## src/rtl/flow_statistics_table_defines.svh

```systemverilog
// assertion macros shared by the flow table rtl
`ifndef FLOW_STATISTICS_TABLE_DEFINES_SVH
`define FLOW_STATISTICS_TABLE_DEFINES_SVH

// same-cycle implication, checked out of reset
`define FST_ASSERT_NOW(lbl, ante, cons, msg) \
  lbl: assert property (@(posedge clk) disable iff (!rst_n) (ante) |-> (cons)) else $error(msg);

// next-cycle implication, checked out of reset
`define FST_ASSERT_NEXT(lbl, ante, cons, msg) \
  lbl: assert property (@(posedge clk) disable iff (!rst_n) (ante) |=> (cons)) else $error(msg);

`endif

```

## src/rtl/fst_pkg.sv

```systemverilog
package fst_pkg;

  // default table depth
  localparam int DEFAULT_MAX_FLOWS = 256;

  // event codes (code 1 and codes 5..7 only touch last time and total)
  localparam logic [2:0] EV_SEND = 3'd0;
  localparam logic [2:0] EV_PROC = 3'd2;
  localparam logic [2:0] EV_RECV = 3'd3;
  localparam logic [2:0] EV_LOST = 3'd4;

  // in-flight saturation limits
  localparam logic signed [31:0] IN_FLIGHT_MAX = 32'sh7FFF_FFFF;
  localparam logic signed [31:0] IN_FLIGHT_MIN = 32'sh8000_0000;

  typedef enum logic [1:0] {
    ST_UPDATED  = 2'd0,
    ST_INSERTED = 2'd1,
    ST_DROPPED  = 2'd2
  } fst_status_t;

  // input beat
  typedef struct packed {
    logic [31:0] flow_id;
    logic [2:0]  event_code;
    logic [31:0] timestamp;
    logic [15:0] source_node;
    logic [15:0] dest_node;
  } fst_in_t;

  // result beat
  typedef struct packed {
    fst_status_t        status;
    logic signed [31:0] in_flight;
    logic [31:0]        packets_total;
    logic [31:0]        packets_processed;
    logic [31:0]        packets_sent;
    logic [31:0]        packets_lost;
    logic [31:0]        first_time;
    logic [31:0]        last_time;
    logic [15:0]        flow_source;
    logic [15:0]        flow_dest;
    logic [8:0]         flows_known;
  } fst_out_t;

  // one flow record
  typedef struct packed {
    logic signed [31:0] in_flight;
    logic [31:0]        total;
    logic [31:0]        processed;
    logic [31:0]        sent;
    logic [31:0]        lost;
    logic [31:0]        first_time;
    logic [31:0]        last_time;
    logic [15:0]        source;
    logic [15:0]        dest;
  } fst_rec_t;

  // event walking down the cell row, with the record it picked up
  typedef struct packed {
    fst_in_t     ev;
    logic        done;
    fst_status_t status;
    fst_rec_t    rec;
  } fst_beat_t;

endpackage

```

## src/rtl/fst_cell.sv

```systemverilog
`include "flow_statistics_table_defines.svh"

module fst_cell
  import fst_pkg::*;
(
  input  logic      clk,
  input  logic      rst_n,
  input  logic      adv_i,
  input  logic      prev_valid_i,
  input  logic      beat_vld_i,
  input  fst_beat_t beat_i,
  output logic      beat_vld_o,
  output fst_beat_t beat_o,
  output logic      valid_o
);

  function automatic logic [31:0] sat_inc(input logic [31:0] v);
    sat_inc = (v == 32'hFFFF_FFFF) ? v : v + 32'd1;
  endfunction

  logic      valid_r, valid_nxt;
  logic [31:0] key_r, key_nxt;
  fst_rec_t  rec_r, rec_nxt;
  fst_beat_t beat_r, beat_nxt;
  logic      beat_vld_r, beat_vld_nxt;

  logic      live;
  logic      hit;
  logic      ins;
  fst_rec_t  base;
  fst_rec_t  upd;

  // match against the stored key, or claim this slot as the first free one
  assign live = beat_vld_i && !beat_i.done;
  assign hit  = live && valid_r && (key_r == beat_i.ev.flow_id);
  assign ins  = live && !valid_r;

  // record update for this beat
  always_comb begin
    base = rec_r;
    if (!valid_r) begin
      base            = '0;
      base.first_time = beat_i.ev.timestamp;
      base.source     = beat_i.ev.source_node;
      base.dest       = beat_i.ev.dest_node;
    end
    upd           = base;
    upd.last_time = beat_i.ev.timestamp;
    upd.total     = sat_inc(base.total);
    case (beat_i.ev.event_code)
      EV_SEND: begin
        upd.processed = sat_inc(base.processed);
        upd.sent      = sat_inc(base.sent);
        if (base.in_flight != IN_FLIGHT_MAX) begin
          upd.in_flight = base.in_flight + 32'sd1;
        end
      end
      EV_PROC: begin
        upd.processed = sat_inc(base.processed);
      end
      EV_RECV: begin
        upd.processed = sat_inc(base.processed);
        if (base.in_flight != IN_FLIGHT_MIN) begin
          upd.in_flight = base.in_flight - 32'sd1;
        end
      end
      EV_LOST: begin
        upd.lost = sat_inc(base.lost);
        if (base.in_flight != IN_FLIGHT_MIN) begin
          upd.in_flight = base.in_flight - 32'sd1;
        end
      end
      default: begin
      end
    endcase
  end

  // next state of the slot and of the passing beat
  always_comb begin
    valid_nxt    = valid_r;
    key_nxt      = key_r;
    rec_nxt      = rec_r;
    beat_nxt     = beat_r;
    beat_vld_nxt = beat_vld_r;
    if (adv_i) begin
      beat_nxt     = beat_i;
      beat_vld_nxt = beat_vld_i;
      if (hit || ins) begin
        rec_nxt         = upd;
        beat_nxt.done   = 1'b1;
        beat_nxt.status = hit ? ST_UPDATED : ST_INSERTED;
        beat_nxt.rec    = upd;
      end
      if (ins) begin
        valid_nxt = 1'b1;
        key_nxt   = beat_i.ev.flow_id;
      end
    end
  end

  // control registers
  always_ff @(posedge clk) begin
    if (!rst_n) begin
      valid_r    <= 1'b0;
      beat_vld_r <= 1'b0;
    end else begin
      valid_r    <= valid_nxt;
      beat_vld_r <= beat_vld_nxt;
    end
  end

  // slot contents and beat payload
  always_ff @(posedge clk) begin
    key_r  <= key_nxt;
    rec_r  <= rec_nxt;
    beat_r <= beat_nxt;
  end

  assign beat_vld_o = beat_vld_r;
  assign beat_o     = beat_r;
  assign valid_o    = valid_r;

  // slots fill in order and never empty
  `FST_ASSERT_NOW(a_prefix_fill, valid_r, prev_valid_i, "slot valid ahead of predecessor")
  `FST_ASSERT_NEXT(a_slot_sticky, valid_r, valid_r, "valid slot was lost")

endmodule

```

## config.mk

```make
export PLATFORM = sky130hd
export DESIGN_NAME = fst_cell
export DESIGN_NICKNAME = d
export VERILOG_FILES = /design/src/rtl/fst_pkg.sv /design/src/rtl/fst_cell.sv
export VERILOG_INCLUDE_DIRS = /design/src /design/src/rtl
export SDC_FILE = /design/constraint.sdc
export NUM_CORES = 1
export LEC_CHECK = 0
export BUFFER_PORTS_ARGS = -buffer_cell sky130_fd_sc_hd__buf_2
export CAP_MARGIN = 20
export CORE_AREA = 2 2 285 287
export DETAILED_ROUTE_END_ITERATION = 16
export DIE_AREA = 0 0 287 289
export GPL_ROUTABILITY_DRIVEN = 0
export SLEW_MARGIN = 20
export SYNTH_ARGS = -nofsm -noshare
export SYNTH_HDL_FRONTEND = slang
export SYNTH_SLANG_ARGS = --single-unit
```

## constraint.sdc

```tcl
create_clock -name clk -period 14.8 [get_ports clk]
set_input_delay 0.74 -clock clk [delete_from_list [all_inputs] [get_ports clk]]
set_output_delay 0.74 -clock clk [all_outputs]
set_load 0.01 [all_outputs]
```

==> impl_metrics.toml, run 1 <==
[yosys]
yosys_warnings = 0
synth_cell_type_count = 70
netlist_area_um2 = 28100
synth_edf_count = 614
synth-main-ff-cell = "edfxtp_1"
avgSynthCellArea_um2 = 12.8
synthArstFlopShare_pct = 0
synth_cells = 2200
synth-seq-cells = 616
syn_nets = 2569
yosysSeqAreaShare_pct = 65.7

[routing]
viasPerCell = 5.05
drc = 0
dr.first_iter.drc_count = 1506
first_pass_iters = 5
ant_nets = 0
routed_wl_mm = 85.0
vias = 20300
wire_per_inst_um = 21.1

[global_route]
track_usage_pct = 19.4
overflow = 0
grt_pass1_wl_mm = 122
grt_pass1_vias = 19300
grt_start_max_net_pins = 153
antenna_found_initial = 13

[floorplan]
core_area_um2 = 79900
io_pins = 723
fp.dieH_um = 289
dieArea_um2 = 82900
row_count = 104
start_util_pct = 35.2
die_w_um = 287

[layout]
drive_gt1_share_pct = 35.7
num-fill-cells = 7535
area.growth.synth_to_final_pct = 25.3
fin_nets = 3270
fin_area_um2 = 35200

[setup_path]
critPathKind = "reg2reg"
cp-start-kind = "register"
crit_path_end_kind = "register"
crit_fanout = 111
crit_required_ps = 15040
arrival_ps = 5210

[clocking]
cts_resized = 0
cts_tree = "built"
clock_sinks = 616
cts_root_buf = "clkbuf_16"
htree_num_levels = 3
clock_latency_ps = 630
clk_pin_slew_ps = 60
hold_buffers = 0
cts_inserted_buffers = 71
post_cts_buffers = 0
clockBufferDepth = 3

[placement]
port_buffers = 721
detailed_place_hpwl_mm = 60.0
dp_slack_ps = 9240
place_area_um2 = 32800

[min_path]
min_path_type = "in2reg"

[power_and_ir_drop]
ir_drop_mv = 0.0924
total_power_mw = 4.29
power_density_nw_per_um2 = 122
power_leakage_nw = 13.2

[sta]
setup_viol = 0
fmax_ghz = 0.201
fin_crit_sh_pct = 33.6
period_minus_slack_ps = 4970
finalClockSkew_ps = 35.3
hold_viol = 0
rsz0062_at_grt = "no"
drv_slew = 0
setup_tns_ps = 0
finalWorstSetupSlack_ps = 9830
worstMarginPinSlew_ps = 1020
slew_headroom_pct = 31.2
hold_slack_ps = 302

[run_status]
status = "completed"

[flow_run]
drv_cap = 0
## cell type report
cell class | instances | area [um2] | area share, %
flip-flops and latches | 616 | 18500 | 52.4
clock buffers | 83 | 1840 | 5.23
well taps | 1060 | 1330 | 3.76
diodes | 9 | 22.5 | 0.0639
multi-input cells | 1442 | 9100 | 25.8
inverters | 31 | 119 | 0.337
repair buffers | 739 | 3790 | 10.8
clock inverters | 46 | 554 | 1.57
## path summary, 6_finish.rpt
check,start,endpoint,slack (ps),cells after the start
hold / removal,beat_i[261],beat_o[261],300,1
hold reg to reg,beat_vld_o,beat_vld_o,530,2
setup reg to reg,key_r[17],rec_r[73],9830,9
setup / recovery,key_r[17],rec_r[73],9830,9
## cell usage in the layout (no fill, tap or decap), types with 17 or more instances in the layout
cell       count
nand4_1       56
a21oi_1       20
a31oi_1       20
buf_2        720
xnor2_1       67
and3_1        17
xor2_1        97
o21ai_0      102
mux2_2       186
nand2_1      288
nand3_1      143
and4_1        20
inv_1         30
nor2_1       196
nor3_1        52
edfxtp_1     614
clkbuf_16     72
nor4_1        41
## critical path, cell delays in order, from the launching register on
cell and delay (ps):
edfxtp_1 380, xor2_1 160, nor4_1 330, nand3_1 140, or4_4 810, and2_4 450
nor2_4 130, buf_4 580, buf_4 760, buf_12 510
## cells by family after synthesis
group	after synthesis	synth area share, %
AND/OR/NAND/NOR	890	15.2
flip-flops	616	65.7
AO/OA/AOI/OAI	193	4.09
multiplexers	189	7.57
XOR/XNOR	164	5.11
buffers and inverters	142	2.08
adder cells (fa/ha/maj)	6	0.267
## metrics by stage
step	util, %	cells
after floorplan	-	2200
after global placement	41.1	3888
after detailed placement	41.1	3888
after CTS	44.1	4017
after global routing	44.1	4022
final	44.1	4026
## registers in the layout (all words and copies together) (netlist names)
| register | cells |
|---|---|
| beat_vld_o | 1 |
| beat_o | 358 |
| rec_r | 224 |
| key_r | 32 |
| valid_o | 1 |
## power by group
| part | internal (mW) | switching, mW | leakage, nW |
|---|---|---|---|
| clock | 1.06 | 0.755 | 1.16 |
| combinational | 0.159 | 0.243 | 6.09 |
| sequential | 2.04 | 0.0359 | 5.94 |
| total | 3.26 | 1.03 | 13.2 |
## cell usage after synthesis (3+ instances only)
| master | instances | area [um2] |
|---|---|---|
| nand4_1 | 56 | 350 |
| a21o_1 | 4 | 30.0 |
| nor4b_1 | 4 | 35.0 |
| inv_1 | 31 | 116 |
| mux2_2 | 186 | 2090 |
| nand4b_1 | 3 | 26.3 |
| buf_2 | 20 | 100 |
| clkbuf_1 | 67 | 251 |
| and4_1 | 20 | 175 |
| ha_1 | 6 | 75.1 |
| nand3_1 | 143 | 716 |
| nor2b_1 | 3 | 18.8 |
| xnor2_1 | 67 | 587 |
| buf_1 | 19 | 71.3 |
| nand2b_1 | 4 | 25.0 |
| or3_1 | 14 | 87.6 |
| o41ai_1 | 3 | 26.3 |
| xor2_1 | 97 | 850 |
| or2_2 | 3 | 18.8 |
| o21a_1 | 7 | 52.6 |
| nand3b_1 | 4 | 30.0 |
| and3_1 | 17 | 106 |
| and2_1 | 14 | 87.6 |
| nor3_1 | 53 | 265 |
| nor4_2 | 3 | 37.5 |
| nand2_1 | 290 | 1090 |
| a21oi_1 | 20 | 100 |
| nor2_1 | 198 | 743 |
| buf_4 | 3 | 22.5 |
| o22ai_1 | 3 | 18.8 |
| or4_1 | 7 | 52.6 |
| a211oi_1 | 8 | 60.1 |
| a31oi_1 | 20 | 125 |
| nor4_1 | 41 | 257 |
| edfxtp_1 | 614 | 18400 |
| o21ai_0 | 102 | 510 |
## per-layer routing
| metal | part of all wire (%) | vias to the layer above | global-route usage (%) |
|---|---|---|---|
| li1 | - | 9593 | - |
| met1 | 42 | 9934 | 25.7 |
| met2 | 48 | 684 | 31.4 |
| met3 | 6.6 | 127 | 4.31 |
| met4 | 2.7 | 6 | 6.54 |
| met5 | 0.040 | - | 0 |
Power figures use the tool's default switching activity.
==> run 2: changes to the inputs <==
--- a/config.mk
+++ b/config.mk
@@ -6,11 +6,12 @@
 export SDC_FILE = /design/constraint.sdc
 export NUM_CORES = 1
 export LEC_CHECK = 0
+export ABC_AREA = 1
 export BUFFER_PORTS_ARGS = -buffer_cell sky130_fd_sc_hd__buf_2
 export CAP_MARGIN = 20
-export CORE_AREA = 2 2 285 287
+export CORE_MARGIN = 2
+export CORE_UTILIZATION = 40
 export DETAILED_ROUTE_END_ITERATION = 16
-export DIE_AREA = 0 0 287 289
 export GPL_ROUTABILITY_DRIVEN = 0
 export SLEW_MARGIN = 20
 export SYNTH_ARGS = -nofsm -noshare
==> constraint.sdc (replaced) <==
create_clock -name clk -period 4.2 [get_ports clk]
set_input_delay 0.21 -clock clk [delete_from_list [all_inputs] [get_ports clk]]
set_output_delay 0.21 -clock clk [all_outputs]
set_load 0.01 [all_outputs]
==> impl_metrics.toml, run 2 <==
[power_and_ir_drop]
seq_power_share_pct = 46.9
ir_drop_mv = 0.395
power_density_nw_per_um2 = 364
p_sw_share_pct = 26.5
power_frac_clock_pct = 40.0
total_power_mw = 15.6
p_int_mw = 11.4
power_leakage_nw = 19.5
combPwrFrac_pct = 13.1
p_switching_mw = 4.13

[sta]
period_minus_slack_ps = 3460
hold_viol = 0
hold_slack_ps = 43.6
fin_crit_sh_pct = 82.5
finalClockSkew_ps = 40.9
slew_headroom_pct = 33.9
fmax_ghz = 0.289
setup_viol = 0
worstMarginPinSlew_ps = 985
rsz0062_at_grt = "no"
drv_slew = 0

[yosys]
synth.area.top_cells = "edfxtp_1 58%, nand2_1 21%, nand3_1 5.0%"
synthArstFlopShare_pct = 0
synth_cell_type_count = 40
yosysSeqAreaShare_pct = 57.7
syn_nets = 4180
synth_top_area_share_pct = 57.6
yosysTopAreaCell = "edfxtp_1"
synth_common_cells = "1813 x nand2_1, 614 x edfxtp_1, 338 x nor2_1"
synthMostInstantiatedCell = "nand2_1"
synth-main-ff-cell = "edfxtp_1"
synth-seq-cells = 616
synth_edf_count = 614
avgSynthCellArea_um2 = 8.41
synth_cells = 3811
yosys_warnings = 0
netlist_area_um2 = 32000

[routing]
vias = 30300
drc = 0
ant_nets = 0
viasPerCell = 5.07
wire_per_inst_um = 19.2
dr.first_iter.drc_count = 2848
routed_wl_mm = 115
first_pass_iters = 5

[clocking]
cts_resized = 0
cts_root_buf = "clkbuf_16"
cts_inserted_buffers = 72
clock_latency_ps = 630
cts_tree = "built"
clk_pin_slew_ps = 60
clockBufferDepth = 3
htree_num_levels = 3
clock_sinks = 616

[floorplan]
start_util_pct = 40.5
row_count = 103
fp.dieH_um = 287
die_w_um = 287
core_area_um2 = 79100
io_pins = 723
dieArea_um2 = 82400

[setup_path]
critPathKind = "reg2reg"
regToRegEndpoint = "beat_o[158]"
crit_required_ps = 4660
cp-start-kind = "register"
crit_fanout = 38
arrival_ps = 3920
r2r-start = "valid_o"
crit_path_end_kind = "register"
rr_worst_depth = 14
rrSetupSlack_ps = 740

[layout]
layout_common_cells = "1812 x nand2_1, 720 x buf_2, 614 x edfxtp_1"
drive_gt1_share_pct = 19.8
fin_nets = 5240
final_common_cell = "nand2_1"
num-fill-cells = 7267
area.growth.synth_to_final_pct = 33.4
largest_register_ffs = 358
stdcell_count = 5983

[min_path]
min_from = "adv_i"
min_to = "beat_o[274]"
min_path_type = "in2reg"
hold_depth = 1

[global_route]
antenna_found_initial = 10
track_usage_pct = 27.0
overflow = 0
grt_start_max_net_pins = 136
grt_pass1_vias = 29500
grt_pass1_wl_mm = 170

[placement]
detailed_place_hpwl_mm = 82.8
place_inst = 5491
port_buffers = 721

[flow_run]
drv_cap = 0

[run_status]
status = "completed"
run 2: cell count changes in the layout (fill, tap and decap cells not counted), sizes merged, moves of 19 or more:
cell	change
xnor2	-48
mux2	-187
xor2	-50
nor2	+154
nand2	+1533
nor4	-45
nor3	-32
dlygate4sd3	+356
buf	+25
and4	-20
inv	+226
a31oi	-19
nand3	+186
run 2: through the flow:
stage / TNS, ps / instance area [um2] / util, % / setup slack (ps)
6_report: 0 / 42700 / 54.0 / 736
5_1_grt: 0 / 42700 / 54.0 / 395
4_1_cts: 0 / 42700 / 54.0 / 742
3_5_place_dp: 0 / 36800 / 46.6 / 747
3_3_place_gp: 0 / 36800 / 46.6 / 786
2_1_floorplan: -217010 / 32100 / - / -969
run 2: worst max-delay path by stage:
| stage | start | endpoint | slack [ps] |
|---|---|---|---|
| floorplan | valid_o | rec_r[0] | -970 |
| global placement | valid_o | beat_o[193] | 790 |
| detailed placement | valid_o | beat_o[193] | 750 |
| CTS | valid_o | beat_o[222] | 740 |
| global route | valid_o | beat_o[96] | 390 |
| finish | valid_o | beat_o[158] | 740 |
run 2: critical path, cell delays in order, from the launching register on:
cell and delay [ps]:
dfxtp_4 740, buf_12 240, buf_4 310, nand2_1 210, inv_1 150, nand3_1 130, inv_1 140, nand2_1 130
nor2_2 210, nand2_2 350, nand3_1 200, nand2_1 60, nand2_1 120, nand2_1 140, nand2_1 130
run 2: area by class of cell:
class	count	area (um2)	share of cell area [%]
inverter	260	986	2.31
antenna	7	17.5	0.0410
timing repair buffer	1120	7620	17.8
tap	1050	1310	3.07
sequential	616	18500	43.3
clock buffer	83	1860	4.36
clock inverter	46	444	1.04
multi-input combinational	2801	12000	28.1
run 2: what timing repair did:
item,CTS,global route
hold buffers,356,0
buffers inserted,0,0
hold endpoints to repair,445,0
run 2: kinds of logic (layout without fill, tap and decap cells):
kind of cell,Yosys count,in the layout,share of synthesized area (%)
AO/OA/AOI/OAI,113,113,2.09
AND/OR/NAND/NOR,2616,2616,33.2
flip-flops,616,616,57.7
other,0,7,0
buffers and inverters,394,1509,5.02
adder cells (fa/ha/maj),6,6,0.234
XOR/XNOR,66,66,1.80
run 2: power by group through the flow:
| stage | registers [mW] | clock network [mW] | logic (mW) |
|---|---|---|---|
| detailed placement | 7.42 | 0 | 1.73 |
| global placement | 7.42 | 0 | 1.72 |
| finish | 7.31 | 6.22 | 2.04 |
| floorplan | 7.55 | 0 | 0.715 |
| CTS | 7.30 | 6.32 | 2.02 |
| global route | 7.34 | 6.53 | 2.22 |
run 2: metal layers:
| metal | vias to the layer above | track usage, % | share of wire (%) | wire length [um] |
|---|---|---|---|---|
| li1 | 14600 | - | - | - |
| met1 | 14000 | 35.0 | 40 | 46600 |
| met2 | 1447 | 42.6 | 45 | 51900 |
| met3 | 267 | 8.75 | 11 | 12400 |
| met4 | 12 | 9.54 | 3.6 | 4150 |
| met5 | - | 0 | 0.076 | 87 |
